File: config.mk
export PLATFORM = sky130hd
export DESIGN_NAME = dual_key_task_table
export DESIGN_NICKNAME = d
export VERILOG_FILES = /design/src/sv/dkt_pkg.sv /design/src/sv/dkt_arrival_ram.sv /design/src/sv/dkt_seq.sv /design/src/sv/dual_key_task_table.sv
export SDC_FILE = /design/constraint.sdc
export NUM_CORES = 2
export LEC_CHECK = 0
export BUFFER_PORTS_ARGS = -buffer_cell sky130_fd_sc_hd__buf_2
export CORE_MARGIN = 3
export CORE_UTILIZATION = 30
export CTS_BUF_LIST = sky130_fd_sc_hd__clkbuf_16
export CTS_CLUSTER_SIZE = 40
export DETAILED_ROUTE_END_ITERATION = 8
export REMOVE_ABC_BUFFERS = 1
export SYNTH_ARGS = -nofsm -noshare
export SYNTH_HDL_FRONTEND = slang
export SYNTH_SLANG_ARGS = --single-unit
File: constraint.sdc
create_clock -name clk_i -period 6.7 [get_ports clk_i]
set_clock_uncertainty 0.15 [all_clocks]
set_input_delay 0.335 -clock clk_i [delete_from_list [all_inputs] [get_ports clk_i]]
set_output_delay 0.335 -clock clk_i [all_outputs]
set_load 0.05 [all_outputs]
File: src/sv/dkt_pkg.sv
// ----------------------------------------------------------------------------
// dkt_pkg: shared types, constants and helpers of the dual key task table
// widths, operation and status codes, beat structs, sequencer states
// ----------------------------------------------------------------------------
package dkt_pkg;

  // table geometry
  localparam int SLOTS    = 100;
  localparam int IDX_W    = $clog2(SLOTS);
  localparam int MAX_PRIO = 99;
  localparam int LAST_P   = (SLOTS - 1 < MAX_PRIO) ? SLOTS - 1 : MAX_PRIO;

  // field widths
  localparam int MODE_W = 3;
  localparam int PRIO_W = 7;
  localparam int HOUR_W = 5;
  localparam int MIN_W  = 6;
  localparam int SEC_W  = 6;
  localparam int ARR_W  = 17;
  localparam int CNT_W  = 7;
  localparam int STAT_W = 3;

  localparam logic [PRIO_W-1:0] LAST_PRIO = PRIO_W'(LAST_P);
  localparam logic [IDX_W-1:0]  FIRST_IDX = IDX_W'(1);
  localparam logic [IDX_W-1:0]  LAST_IDX  = IDX_W'(LAST_P);
  localparam logic [CNT_W-1:0]  MAX_TASKS = CNT_W'(99);
  localparam logic [ARR_W-1:0]  DAY_LAST  = ARR_W'(86399);
  localparam logic [ARR_W-1:0]  SEC_HOUR  = ARR_W'(3600);
  localparam logic [ARR_W-1:0]  SEC_MIN   = ARR_W'(60);

  // operation codes
  localparam logic [MODE_W-1:0] MODE_ADD        = MODE_W'(0);
  localparam logic [MODE_W-1:0] MODE_POP_MAX    = MODE_W'(1);
  localparam logic [MODE_W-1:0] MODE_POP_EARLY  = MODE_W'(2);
  localparam logic [MODE_W-1:0] MODE_PEEK_MAX   = MODE_W'(3);
  localparam logic [MODE_W-1:0] MODE_PEEK_EARLY = MODE_W'(4);
  localparam logic [MODE_W-1:0] MODE_CHG_PRIO   = MODE_W'(5);
  localparam logic [MODE_W-1:0] MODE_CHG_TIME   = MODE_W'(6);

  // status codes
  localparam logic [STAT_W-1:0] STAT_OK       = STAT_W'(0);
  localparam logic [STAT_W-1:0] STAT_EMPTY    = STAT_W'(1);
  localparam logic [STAT_W-1:0] STAT_FULL     = STAT_W'(2);
  localparam logic [STAT_W-1:0] STAT_INUSE    = STAT_W'(3);
  localparam logic [STAT_W-1:0] STAT_NOTFOUND = STAT_W'(4);
  localparam logic [STAT_W-1:0] STAT_BADPRIO  = STAT_W'(5);

  typedef struct packed {
    logic [MODE_W-1:0] mode;
    logic [PRIO_W-1:0] priority_req;
    logic [PRIO_W-1:0] new_priority;
    logic [HOUR_W-1:0] hours;
    logic [MIN_W-1:0]  minutes;
    logic [SEC_W-1:0]  seconds;
    logic [HOUR_W-1:0] new_hours;
    logic [MIN_W-1:0]  new_minutes;
    logic [SEC_W-1:0]  new_seconds;
  } dkt_in_t;

  typedef struct packed {
    logic [STAT_W-1:0] status;
    logic [PRIO_W-1:0] task_priority;
    logic [ARR_W-1:0]  arrival_seconds;
    logic [CNT_W-1:0]  task_count;
  } dkt_out_t;

  // arrival ram access request
  typedef struct packed {
    logic             wr_en;
    logic [IDX_W-1:0] wr_addr;
    logic [ARR_W-1:0] wr_data;
    logic [IDX_W-1:0] rd_addr;
  } dkt_ram_req_t;

  typedef enum logic [2:0] {
    S_IDLE,
    S_EXEC,
    S_MOVE,
    S_SCAN,
    S_WAIT,
    S_FINISH,
    S_RESP
  } dkt_state_e;

  // hh*3600 + mm*60 + ss, clipped to the last second of the day
  function automatic logic [ARR_W-1:0] to_seconds(input logic [HOUR_W-1:0] h,
                                                  input logic [MIN_W-1:0]  m,
                                                  input logic [SEC_W-1:0]  s);
    logic [ARR_W-1:0] t;
    t = ARR_W'(h) * SEC_HOUR + ARR_W'(m) * SEC_MIN + ARR_W'(s);
    return (t > DAY_LAST) ? DAY_LAST : t;
  endfunction

  function automatic logic prio_valid(input logic [PRIO_W-1:0] p);
    return (p != '0) && (p <= LAST_PRIO);
  endfunction

  function automatic logic [IDX_W-1:0] to_idx(input logic [PRIO_W-1:0] p);
    logic [PRIO_W+IDX_W-1:0] w;
    w = {{IDX_W{1'b0}}, p};
    return w[IDX_W-1:0];
  endfunction

  function automatic logic [PRIO_W-1:0] to_prio(input logic [IDX_W-1:0] i);
    logic [PRIO_W+IDX_W-1:0] w;
    w = {{PRIO_W{1'b0}}, i};
    return w[PRIO_W-1:0];
  endfunction

endpackage

File: src/sv/dkt_arrival_ram.sv
// ----------------------------------------------------------------------------
// dkt_arrival_ram: arrival time store
// one write port, one read port, read data registered
// ----------------------------------------------------------------------------
module dkt_arrival_ram (
  input  logic                           clk_i,
  input  dkt_pkg::dkt_ram_req_t          req_i,
  output logic [dkt_pkg::ARR_W-1:0]      rd_data_o
);

  logic [dkt_pkg::ARR_W-1:0] mem_q [dkt_pkg::SLOTS];
  logic [dkt_pkg::ARR_W-1:0] rd_data_q;

  always_ff @(posedge clk_i) begin
    if (req_i.wr_en) begin
      mem_q[req_i.wr_addr] <= req_i.wr_data;
    end
    rd_data_q <= mem_q[req_i.rd_addr];
  end

  assign rd_data_o = rd_data_q;

endmodule

File: src/sv/dkt_seq.sv
// ----------------------------------------------------------------------------
// dkt_seq: operation sequencer of the task table
// occupancy flags, task count, slot scan and read-modify-write of the ram
// ----------------------------------------------------------------------------
module dkt_seq (
  input  logic                          clk_i,
  input  logic                          rst_ni,
  input  logic                          start_i,
  input  dkt_pkg::dkt_in_t              req_i,
  output logic                          busy_o,
  output logic                          res_valid_o,
  output dkt_pkg::dkt_out_t             res_o,
  input  logic                          res_taken_i,
  output dkt_pkg::dkt_ram_req_t         ram_req_o,
  input  logic [dkt_pkg::ARR_W-1:0]     ram_rd_data_i
);

  dkt_pkg::dkt_state_e state_q, state_d;

  logic [dkt_pkg::MODE_W-1:0] mode_q, mode_d;
  logic [dkt_pkg::PRIO_W-1:0] preq_q, preq_d;
  logic [dkt_pkg::PRIO_W-1:0] pnew_q, pnew_d;
  logic [dkt_pkg::ARR_W-1:0]  key_q, key_d;
  logic [dkt_pkg::ARR_W-1:0]  ntime_q, ntime_d;
  logic [dkt_pkg::SLOTS-1:0]  occ_q, occ_d;
  logic [dkt_pkg::CNT_W-1:0]  cnt_q, cnt_d;
  logic [dkt_pkg::IDX_W-1:0]  scan_q, scan_d;
  logic                       tag_vld_q, tag_vld_d;
  logic [dkt_pkg::IDX_W-1:0]  tag_q, tag_d;
  logic                       found_q, found_d;
  logic [dkt_pkg::IDX_W-1:0]  best_q, best_d;
  logic [dkt_pkg::ARR_W-1:0]  best_arr_q, best_arr_d;
  logic [dkt_pkg::STAT_W-1:0] rstat_q, rstat_d;
  logic [dkt_pkg::PRIO_W-1:0] rtp_q, rtp_d;
  logic [dkt_pkg::ARR_W-1:0]  rta_q, rta_d;

  logic                       eval_hit;
  logic                       scan_mode;
  logic                       pop_mode;
  logic [dkt_pkg::STAT_W-1:0] add_stat;
  logic [dkt_pkg::STAT_W-1:0] chg_stat;

  // slot scan compare on the entry whose data returns this cycle
  always_comb begin
    eval_hit = 1'b0;
    case (mode_q)
      dkt_pkg::MODE_POP_MAX, dkt_pkg::MODE_PEEK_MAX: begin
        eval_hit = occ_q[tag_q];
      end
      dkt_pkg::MODE_POP_EARLY, dkt_pkg::MODE_PEEK_EARLY: begin
        eval_hit = occ_q[tag_q] && (!found_q || (ram_rd_data_i < best_arr_q));
      end
      dkt_pkg::MODE_CHG_TIME: begin
        eval_hit = occ_q[tag_q] && !found_q && (ram_rd_data_i == key_q);
      end
      default: begin
        eval_hit = 1'b0;
      end
    endcase
  end

  assign scan_mode = (mode_q == dkt_pkg::MODE_POP_MAX) || (mode_q == dkt_pkg::MODE_POP_EARLY) ||
                     (mode_q == dkt_pkg::MODE_PEEK_MAX) ||
                     (mode_q == dkt_pkg::MODE_PEEK_EARLY) || (mode_q == dkt_pkg::MODE_CHG_TIME);
  assign pop_mode  = (mode_q == dkt_pkg::MODE_POP_MAX) || (mode_q == dkt_pkg::MODE_POP_EARLY);

  // checks of the direct operations
  always_comb begin
    if (cnt_q >= dkt_pkg::MAX_TASKS) begin
      add_stat = dkt_pkg::STAT_FULL;
    end else if (!dkt_pkg::prio_valid(preq_q)) begin
      add_stat = dkt_pkg::STAT_BADPRIO;
    end else if (occ_q[dkt_pkg::to_idx(preq_q)]) begin
      add_stat = dkt_pkg::STAT_INUSE;
    end else begin
      add_stat = dkt_pkg::STAT_OK;
    end
  end

  always_comb begin
    if (!dkt_pkg::prio_valid(preq_q) || !dkt_pkg::prio_valid(pnew_q)) begin
      chg_stat = dkt_pkg::STAT_BADPRIO;
    end else if (!occ_q[dkt_pkg::to_idx(preq_q)]) begin
      chg_stat = dkt_pkg::STAT_NOTFOUND;
    end else if ((pnew_q != preq_q) && occ_q[dkt_pkg::to_idx(pnew_q)]) begin
      chg_stat = dkt_pkg::STAT_INUSE;
    end else begin
      chg_stat = dkt_pkg::STAT_OK;
    end
  end

  // next state
  always_comb begin
    state_d = state_q;
    case (state_q)
      dkt_pkg::S_IDLE: begin
        if (start_i) begin
          state_d = dkt_pkg::S_EXEC;
        end
      end
      dkt_pkg::S_EXEC: begin
        if (scan_mode) begin
          state_d = dkt_pkg::S_SCAN;
        end else if ((mode_q == dkt_pkg::MODE_CHG_PRIO) && (chg_stat == dkt_pkg::STAT_OK)) begin
          state_d = dkt_pkg::S_MOVE;
        end else begin
          state_d = dkt_pkg::S_RESP;
        end
      end
      dkt_pkg::S_MOVE: begin
        state_d = dkt_pkg::S_RESP;
      end
      dkt_pkg::S_SCAN: begin
        if (scan_q == dkt_pkg::LAST_IDX) begin
          state_d = dkt_pkg::S_WAIT;
        end
      end
      dkt_pkg::S_WAIT: begin
        state_d = dkt_pkg::S_FINISH;
      end
      dkt_pkg::S_FINISH: begin
        state_d = dkt_pkg::S_RESP;
      end
      dkt_pkg::S_RESP: begin
        if (res_taken_i) begin
          state_d = dkt_pkg::S_IDLE;
        end
      end
      default: begin
        state_d = dkt_pkg::S_IDLE;
      end
    endcase
  end

  // datapath and ram requests
  always_comb begin
    mode_d     = mode_q;
    preq_d     = preq_q;
    pnew_d     = pnew_q;
    key_d      = key_q;
    ntime_d    = ntime_q;
    occ_d      = occ_q;
    cnt_d      = cnt_q;
    scan_d     = scan_q;
    tag_vld_d  = 1'b0;
    tag_d      = tag_q;
    found_d    = found_q;
    best_d     = best_q;
    best_arr_d = best_arr_q;
    rstat_d    = rstat_q;
    rtp_d      = rtp_q;
    rta_d      = rta_q;
    ram_req_o  = '0;

    if (tag_vld_q && eval_hit) begin
      found_d    = 1'b1;
      best_d     = tag_q;
      best_arr_d = ram_rd_data_i;
    end

    case (state_q)
      dkt_pkg::S_IDLE: begin
        if (start_i) begin
          mode_d  = req_i.mode;
          preq_d  = req_i.priority_req;
          pnew_d  = req_i.new_priority;
          key_d   = dkt_pkg::to_seconds(req_i.hours, req_i.minutes, req_i.seconds);
          ntime_d = dkt_pkg::to_seconds(req_i.new_hours, req_i.new_minutes,
                                        req_i.new_seconds);
        end
      end
      dkt_pkg::S_EXEC: begin
        found_d = 1'b0;
        scan_d  = dkt_pkg::FIRST_IDX;
        rtp_d   = '0;
        rta_d   = '0;
        rstat_d = dkt_pkg::STAT_OK;
        case (mode_q)
          dkt_pkg::MODE_ADD: begin
            rstat_d = add_stat;
            if (add_stat == dkt_pkg::STAT_OK) begin
              ram_req_o.wr_en   = 1'b1;
              ram_req_o.wr_addr = dkt_pkg::to_idx(preq_q);
              ram_req_o.wr_data = key_q;
              occ_d[dkt_pkg::to_idx(preq_q)] = 1'b1;
              cnt_d = cnt_q + 1'b1;
              rtp_d = preq_q;
              rta_d = key_q;
            end
          end
          dkt_pkg::MODE_CHG_PRIO: begin
            rstat_d           = chg_stat;
            ram_req_o.rd_addr = dkt_pkg::to_idx(preq_q);
          end
          dkt_pkg::MODE_POP_MAX, dkt_pkg::MODE_POP_EARLY, dkt_pkg::MODE_PEEK_MAX,
          dkt_pkg::MODE_PEEK_EARLY, dkt_pkg::MODE_CHG_TIME: begin
            rstat_d = dkt_pkg::STAT_OK;
          end
          default: begin
            rstat_d = dkt_pkg::STAT_NOTFOUND;
          end
        endcase
      end
      dkt_pkg::S_MOVE: begin
        // old entry data is on the read port now
        ram_req_o.wr_en   = 1'b1;
        ram_req_o.wr_addr = dkt_pkg::to_idx(pnew_q);
        ram_req_o.wr_data = ram_rd_data_i;
        occ_d[dkt_pkg::to_idx(preq_q)] = 1'b0;
        occ_d[dkt_pkg::to_idx(pnew_q)] = 1'b1;
        rtp_d = pnew_q;
        rta_d = ram_rd_data_i;
      end
      dkt_pkg::S_SCAN: begin
        ram_req_o.rd_addr = scan_q;
        tag_vld_d         = 1'b1;
        tag_d             = scan_q;
        scan_d            = scan_q + 1'b1;
      end
      dkt_pkg::S_FINISH: begin
        if (!found_q) begin
          rstat_d = (mode_q == dkt_pkg::MODE_CHG_TIME) ? dkt_pkg::STAT_NOTFOUND
                                                       : dkt_pkg::STAT_EMPTY;
        end else begin
          rtp_d = dkt_pkg::to_prio(best_q);
          rta_d = best_arr_q;
          if (pop_mode) begin
            occ_d[best_q] = 1'b0;
            if (cnt_q != '0) begin
              cnt_d = cnt_q - 1'b1;
            end
          end
          if (mode_q == dkt_pkg::MODE_CHG_TIME) begin
            ram_req_o.wr_en   = 1'b1;
            ram_req_o.wr_addr = best_q;
            ram_req_o.wr_data = ntime_q;
            rta_d             = ntime_q;
          end
        end
      end
      default: begin
      end
    endcase
  end

  always_ff @(posedge clk_i or negedge rst_ni) begin
    if (!rst_ni) begin
      state_q   <= dkt_pkg::S_IDLE;
      occ_q     <= '0;
      cnt_q     <= '0;
      tag_vld_q <= 1'b0;
      found_q   <= 1'b0;
    end else begin
      state_q   <= state_d;
      occ_q     <= occ_d;
      cnt_q     <= cnt_d;
      tag_vld_q <= tag_vld_d;
      found_q   <= found_d;
    end
  end

  always_ff @(posedge clk_i) begin
    mode_q     <= mode_d;
    preq_q     <= preq_d;
    pnew_q     <= pnew_d;
    key_q      <= key_d;
    ntime_q    <= ntime_d;
    scan_q     <= scan_d;
    tag_q      <= tag_d;
    best_q     <= best_d;
    best_arr_q <= best_arr_d;
    rstat_q    <= rstat_d;
    rtp_q      <= rtp_d;
    rta_q      <= rta_d;
  end

  assign busy_o      = (state_q != dkt_pkg::S_IDLE);
  assign res_valid_o = (state_q == dkt_pkg::S_RESP);

  always_comb begin
    res_o.status          = rstat_q;
    res_o.task_priority   = rtp_q;
    res_o.arrival_seconds = rta_q;
    res_o.task_count      = cnt_q;
  end

endmodule

File: src/sv/dual_key_task_table.sv
// ----------------------------------------------------------------------------
// dual_key_task_table: task table keyed by priority, searchable by arrival
// add, pop and peek by highest priority or earliest arrival, re-key by
// priority or by matching arrival time
// ----------------------------------------------------------------------------
//
//   channel   direction   handshake                 beat type
//   in        into block  in_valid_i / in_stall_o   dkt_pkg::dkt_in_t
//   out       from block  out_valid_o / out_stall_i dkt_pkg::dkt_out_t
//
// - one operation at a time; in_stall_o stays high from the accepted beat
//   until its result has moved into the output register
// - add, priority change and the unused code: EXEC, then MOVE for a valid
//   priority change, then RESP until the result is in the output register
// - pop, peek and time change: EXEC, then a slot scan through the single read
//   port of the arrival ram, one slot per cycle, then WAIT, FINISH and RESP
// - reset clears occupancy flags, task count and handshake state at once;
//   the arrival ram needs no clearing since only data of occupied slots is used
// - a stalled result waits in the output register while the next operation
//   is accepted and worked on
// ----------------------------------------------------------------------------
module dual_key_task_table (
  input  logic              clk_i,
  input  logic              rst_ni,
  input  logic              in_valid_i,
  output logic              in_stall_o,
  input  dkt_pkg::dkt_in_t  in_data_i,
  output logic              out_valid_o,
  input  logic              out_stall_i,
  output dkt_pkg::dkt_out_t out_data_o
);

  logic                         seq_busy;
  logic                         seq_start;
  logic                         res_valid;
  logic                         res_take;
  dkt_pkg::dkt_out_t            res;
  dkt_pkg::dkt_ram_req_t        ram_req;
  logic [dkt_pkg::ARR_W-1:0]    ram_rd_data;

  logic                         out_valid_q, out_valid_d;
  dkt_pkg::dkt_out_t            out_q, out_d;

  // input side: a beat is taken whenever the sequencer is free
  assign in_stall_o = seq_busy;
  assign seq_start  = in_valid_i && !seq_busy;

  // result moves into the output register when it is empty or draining
  assign res_take = res_valid && (!out_valid_q || !out_stall_i);

  dkt_seq u_seq (
    .clk_i         (clk_i),
    .rst_ni        (rst_ni),
    .start_i       (seq_start),
    .req_i         (in_data_i),
    .busy_o        (seq_busy),
    .res_valid_o   (res_valid),
    .res_o         (res),
    .res_taken_i   (res_take),
    .ram_req_o     (ram_req),
    .ram_rd_data_i (ram_rd_data)
  );

  // arrival seconds per priority slot
  dkt_arrival_ram u_ram (
    .clk_i     (clk_i),
    .req_i     (ram_req),
    .rd_data_o (ram_rd_data)
  );

  // output register
  always_comb begin
    out_valid_d = out_valid_q;
    out_d       = out_q;
    if (res_take) begin
      out_valid_d = 1'b1;
      out_d       = res;
    end else if (!out_stall_i) begin
      out_valid_d = 1'b0;
    end
  end

  always_ff @(posedge clk_i or negedge rst_ni) begin
    if (!rst_ni) begin
      out_valid_q <= 1'b0;
    end else begin
      out_valid_q <= out_valid_d;
    end
  end

  always_ff @(posedge clk_i) begin
    out_q <= out_d;
  end

  assign out_valid_o = out_valid_q;
  assign out_data_o  = out_q;

endmodule

## After elaboration in Yosys (flattened, before gate mapping)

Memory sizes are Yosys's and may differ from the RTL's. A register that Yosys moved wholly into a read port is not among the register bits.
Cells that the tools add are included.

- Register bits after elaboration: 263
- Memory bits (writable): 1700
- Logic and storage cells: 190
- Memories: 1

- Add/subtract/negate cells: 7
- Multipliers: 4
- Magnitude comparators: 13
- Equal/unequal tests: 25
- Muxes and demuxes: 64
- Bitwise gates (word level): 6
- Reductions and logical operators: 48

Memory list:

| memory | words | width | read ports | clocked after memory_dff | wr ports | line | source |
|---|---|---|---|---|---|---|---|
| u_ram.mem_q | 100 | 17 | 1 | 1 | 1 | dkt_arrival_ram.sv:11 | `logic [dkt_pkg::ARR_W-1:0] mem_q [dkt_pkg::SLOTS];` |

Operator list:

| kind | number |
|---|---|
| 100-bit 2-to-1 mux | 4 |
| 100-bit one-hot mux with 3 select lines | 1 |
| 100-bit AND | 2 |
| 100-bit NOT | 2 |
| 100-bit bitwise OR | 2 |
| 25-bit 2-to-1 mux | 4 |
| 25-bit one-hot mux with 3 select lines | 1 |
| 17-bit 2-to-1 mux | 4 |
| 7-bit 2-to-1 mux | 9 |
| 17-bit one-hot mux with 3 select lines | 1 |
| 7-bit one-hot mux with 2 select lines | 3 |
| 17-bit by 12-bit adder with 17-bit output | 2 |
| 17-bit by 6-bit adder with 17-bit output | 2 |
| 17-bit greater-than comparator (second input constant) | 2 |
| 3-bit 2-to-1 mux | 11 |
| 7-bit by 8-bit < comparator with 1-bit output (second input constant) | 4 |
| 5-bit by 8-bit multiplier with 13-bit output (second input constant) | 2 |
| 1-bit binary-select mux with 7-bit select | 3 |
| 1-bit demux with 7-bit select | 3 |
| 7-bit by 1-bit >= comparator with 1-bit output (second input constant) | 3 |
| 7-bit one-hot mux with 3 select lines | 1 |
| 7-bit nonzero test | 3 |
| 6-bit by 4-bit multiplier with 10-bit output (second input constant) | 2 |
| 3-bit == test (second input constant) | 6 |
| other kinds (30) | 90 |

## Logic depth before layout (Yosys ltp)

- Word-level depth: 11
- Gate-level depth with buffers: 22
- Mapped depth without buffers: 21

## Hierarchy

Synthesis repeated with hierarchy kept, for this count alone.

- Cell total of the unflattened synthesis: 5126
- Area total of the unflattened synthesis: 87293.7 um^2

Modules (own cells, without submodules):

| module | times used | cells each | area an instance (um^2) | sequential area each (um^2) |
|---|---|---|---|---|
| dkt_arrival_ram | 1 | 2800 | 65507.8 | 51389.3 |
| dkt_seq | 1 | 2288 | 20714.9 | 6286.0 |
| dual_key_task_table | 1 | 38 | 1071.0 | 1046.0 |

## Worst setup path after synthesis

OpenSTA, ideal clock, no wires.

- Kind: reg-to-reg
- Start: reg u_seq.tag_q[0] (netlist name)
- End: reg u_seq.best_arr_q[0] (netlist name) (enable)
- Library setup time: 0.542 ns
- Data arrival time: 5.729 ns
- Required time: 6.008 ns
- Slack: 0.279 ns
- Stages on the path, launching flop included: 8
- Clock period less this slack: 6.421 ns
- Path through: edfxtp_1 -> clkbuf_1 -> buf_2 -> mux4_2 -> mux4_2 -> mux4_2 -> nor2_1 -> a2111oi_0

- Word-level cells in the longest chain between the ends: 6
- Elaborated cells on any way between the ends: 7

Ends and longest elaborated chain:

| what | line | source |
|---|---|---|
| start: declaration | dkt_seq.sv:29 | `logic [dkt_pkg::IDX_W-1:0] tag_q, tag_d;` |
| start signal: assignment | dkt_seq.sv:269 | `tag_q <= tag_d;` |
| 1-bit binary-select mux with 7-bit select (*) | dkt_seq.sv:48, dkt_seq.sv:51, dkt_seq.sv:54 |  |
| 1-bit 2-to-1 mux (implied by the code) (*) | dkt_seq.sv:48, dkt_seq.sv:51, dkt_seq.sv:54 |  |
| 1-bit logical AND (2 in a row) | dkt_seq.sv:54 | `eval_hit = occ_q[tag_q] && !found_q && (ram_rd_data_i == key_q);` |
| 1-bit one-hot mux with 3 select lines (*) | dkt_seq.sv:46 | `case (mode_q)` |
| 1-bit logical AND (*) | dkt_seq.sv:155 | `if (tag_vld_q && eval_hit) begin` |
| end signal: assignment | dkt_seq.sv:271 | `best_arr_q <= best_arr_d;` |
| end: declaration | dkt_seq.sv:32 | `logic [dkt_pkg::ARR_W-1:0] best_arr_q, best_arr_d;` |

Mark *: on every way between the ends. The rest lies on a longest branch, timed or not. The select of a mux whose other input is x is not followed.
A chain may end at the register's enable or synchronous reset.

## Worst setup path after layout

- Start: reg u_seq.state_q[0]
- End: mem u_ram.mem_q[64][0] (netlist name) (enable)

- Word-level cells in the longest chain between the ends: 4
- Elaborated cells on any way between the ends: 6

Ends and longest elaborated chain:

| what | line | source |
|---|---|---|
| start: declaration | dkt_seq.sv:18 | `dkt_pkg::dkt_state_e state_q, state_d;` |
| start signal: assignment | dkt_seq.sv:248 | `state_q <= dkt_pkg::S_IDLE;` |
| start signal: assignment | dkt_seq.sv:254 | `state_q <= state_d;` |
| 3-bit == test, or another cell as far along | dkt_seq.sv:161 | `case (state_q)` |
| 25-bit one-hot mux with 3 select lines (*) | dkt_seq.sv:161 |  |
| 1-bit 2-to-1 mux | dkt_arrival_ram.sv:15 | `if (req_i.wr_en) begin` |
| 1-bit 2-to-1 mux (implied by the code) | dkt_arrival_ram.sv:16 | `mem_q[req_i.wr_addr] <= req_i.wr_data;` |
| end: declaration | dkt_arrival_ram.sv:11 |  |

Mark *: on every way between the ends. The rest lies on a longest branch, timed or not.

==> flow_summary.ini <==
[run_status]
status = completed

[final_layout]
multi_input_area_um2 = 26900
utilization_pct = 34.77
synthToLayoutAreaGrowth_pct = 14.75
nNetsFinal = 7391
seqCellArea_um2 = 58720
drive_gt1_share_pct = 10.74
fillerInstances = 27875
stdcell_area_um2 = 100700

[worst_setup_path]
cpMaxStageDelayCell = nor2_1
r2r-end = u_ram.mem_q[64][0]
reg2reg_from = u_seq.state_q[0]
required_ns = 7.11
ff2ff_setup_slack_ns = 0.92
cp_data_arrival_time_ns = 6.18
startpoint_type = register
slowest_delay_ns = 0.93
critPathKind = reg2reg
r2r.worst_path.cells = 13
endpoint_kind = register
path_cells = nor2b_1, nand2_1, buf_4, inv_1, buf_4, nand2_1, nor2_1, a22o_1, a21oi_1, nor2b_1, nand2_1, nor2_1, buf_4
path_max_fanout = 27

[power_and_ir_drop]
switching_share_pct = 34.21
power_mw = 37.02
p_leak_nw = 35.29
clockPowerShare_pct = 29.8
power_density_nw_per_um2 = 367.6
p_seq_share_pct = 43.6
p_int_mw = 24.35
p_switching_mw = 12.66
combPwrFrac_pct = 26.7
vdd_drop_max_mv = 0.3990

[clock_tree]
insertion_delay_ns = 0.86
cts.hold.buffers_added = 33
cts-resized-gates = 0
cts.clk_slew.worst_paths_ns = 0.06
postCtsSetupBuffers = 0
clockRootBuffer = clkbuf_16
clockBufferDepth = 3
tritoncts = done
htree_levels = 4
cts_buffers = 203
clock-sinks = 1980

[yosys]
ys.flop_type = edfxtp_1
synth.most_common_cell = edfxtp_1
ys_ff_latch = 1980
synthTopCellsByArea = edfxtp_1, nand2_1, dfrtp_1
synthCells = 7096
netlist.area_leader.share_pct = 63.30
syn_avg_cell_area_um2 = 12.37
netlist.top_cell.by_area = edfxtp_1
yosys_warnings = 0
ys_async_sr_fraction_pct = 5.707
netlist_area_um2 = 87760
synthTopCellsByCount = edfxtp_1, nand2_1, nand3_1
synth_cell_types = 85
synth_edf_count = 1850
yosysSeqAreaShare_pct = 66.91

[global_routing]
grtUsageTotal_pct = 17.45
antenna_found_initial = 11
grt_max_degree = 192
met1_usage_pct = 25.37
grt.busiest_layer = met2
grt_first_pass_wirelength_mm = 397.4
grt_pass1_vias = 57688
grt-ovfl-total = 0
grtUsageMet3_pct = 3.640
grt_util_met2_pct = 25.94

[placement]
io_buffer_count = 90
gp_congestion = 0.9305
place_ws_ns = 0.6549
dpl_cell_area_um2 = 93860
hpwlAfterDp_mm = 161.1

[detailed_routing]
drtIter0Drc = 8855
viasPerCell = 5.441
finalWirelength_mm = 271.9
post_drt_wl_per_cell_um = 24.19
ant_nets = 0
firstDrtPassIters = 8
dr_total_vias = 61136
drc = 0

[sta]
hold_viol_final = 0
min_period_ns = 5.778
rsz0062_at_grt = false
final-setup-viol-count = 0
worst_slew_pin_slew_ns = 1.431
fin_crit_sh_pct = 86.24
slew_headroom_pct = 3.695
fmax_mhz = 173.1
drv_slew = 0
fin_hold_ws_ns = 0.09189
fin_ws_ns = 0.9220

[hold_path]
min_from = in_data_i[35]
min_to = u_seq.pnew_q[1]
holdCritPathClass = in2reg
whs_path_depth = 2

[floorplan]
die_x_um = 546.9
core_area_um2 = 289600
start_util_pct = 30.30
io_pins = 91
dieArea_um2 = 299100
die_h_um = 546.9
rows = 197

[job]
maxCapViolCount = 0
power groups by stage:
| stage | clock network, mW | registers (mW) | logic [mW] |
|---|---|---|---|
| after floorplan | 0 | 16.2 | 7.42 |
| after global placement | 0 | 16.3 | 9.45 |
| after detailed placement | 0 | 16.3 | 9.66 |
| after CTS | 11.2 | 16.1 | 9.74 |
| after global routing | 11.7 | 16.2 | 10.6 |
| final | 11.0 | 16.1 | 9.87 |
cells in the final DEF, fill, tap and decap left out, types with 54 or more instances in the layout:
master	count
a311oi_1	71
a31oi_1	165
mux4_2	54
a211oi_1	76
nand3_1	532
a21oi_1	430
mux2i_1	141
o21ai_0	273
dfrtp_1	113
nand2_1	1507
buf_4	218
nor2b_1	92
ha_1	121
a22o_1	99
buf_2	89
clkbuf_16	205
nor2_1	153
inv_1	176
edfxtp_1	1850
critical path, delay by kind of cell, from the launching register on:
kind                   cells  cell delay (ns)
buffers and inverters      4             0.97
AO/OA/AOI/OAI              2             0.43
flip-flops                 1             0.63
AND/OR/NAND/NOR            7             3.27
per-layer routing:
| layer | share of wire [%] | up-vias |
|---|---|---|
| li1 | - | 26709 |
| met5 | 0.0048 | - |
| met4 | 3.1 | 2 |
| met1 | 42 | 30575 |
| met2 | 44 | 3327 |
| met3 | 11 | 523 |
registers in the layout, summed over array words and instances, names as in the netlist, 17 cells and up:
register / count
u_seq.best_arr_q: 17
u_ram.rd_data_o: 17
u_seq.ntime_q: 17
out_data_o: 34
u_seq.occ_q: 100
u_seq.rta_q: 17
u_seq.key_q: 17
u_ram.mem_q: 1700
kinds of logic after synthesis:
kind of cell / count (synthesis) / share of synthesized area [%]
xor+xnor: 77 / 0.7685
mux: 202 / 3.084
fa+ha+maj: 152 / 2.432
compound gates: 1516 / 11.37
simple gates: 2543 / 12.62
buf+inv: 626 / 2.816
flops: 1980 / 66.91
stage by stage:
stage	setup TNS (ns)	instances
finish	0	11237
global route	0	11233
floorplan	-868.43	6598
detailed placement	0	10826
global placement	0	10825
CTS	0	11233
area by class of cell:
type	instances	area share, %
Clock buffer	205	5.094
Antenna cell	4	0.009940
Inverter	128	0.4771
Timing Repair Buffer	381	3.211
Multi-Input combinational cell	4490	26.71
Clock inverter	169	1.365
Tap cell	3880	4.821
Sequential cell	1980	58.31
how the worst max path moves through the flow:
stage                                start             endpoint  slack (ns)  cells past startpoint
after floorplan            u_seq.preq_q[0]  u_ram.rd_data_o[15]      -29.32                      7
after global placement        in_data_i[6]     u_seq.ntime_q[2]        0.53                     22
after detailed placement      in_data_i[6]    u_seq.ntime_q[11]        0.65                     22
after CTS                 u_seq.state_q[0]   u_ram.mem_q[64][1]        1.01                     13
after global routing      u_seq.state_q[0]   u_ram.mem_q[64][1]        0.58                     13
final                     u_seq.state_q[0]   u_ram.mem_q[64][0]        0.92                     13
Note: power is estimated with default switching activity, not from simulation.
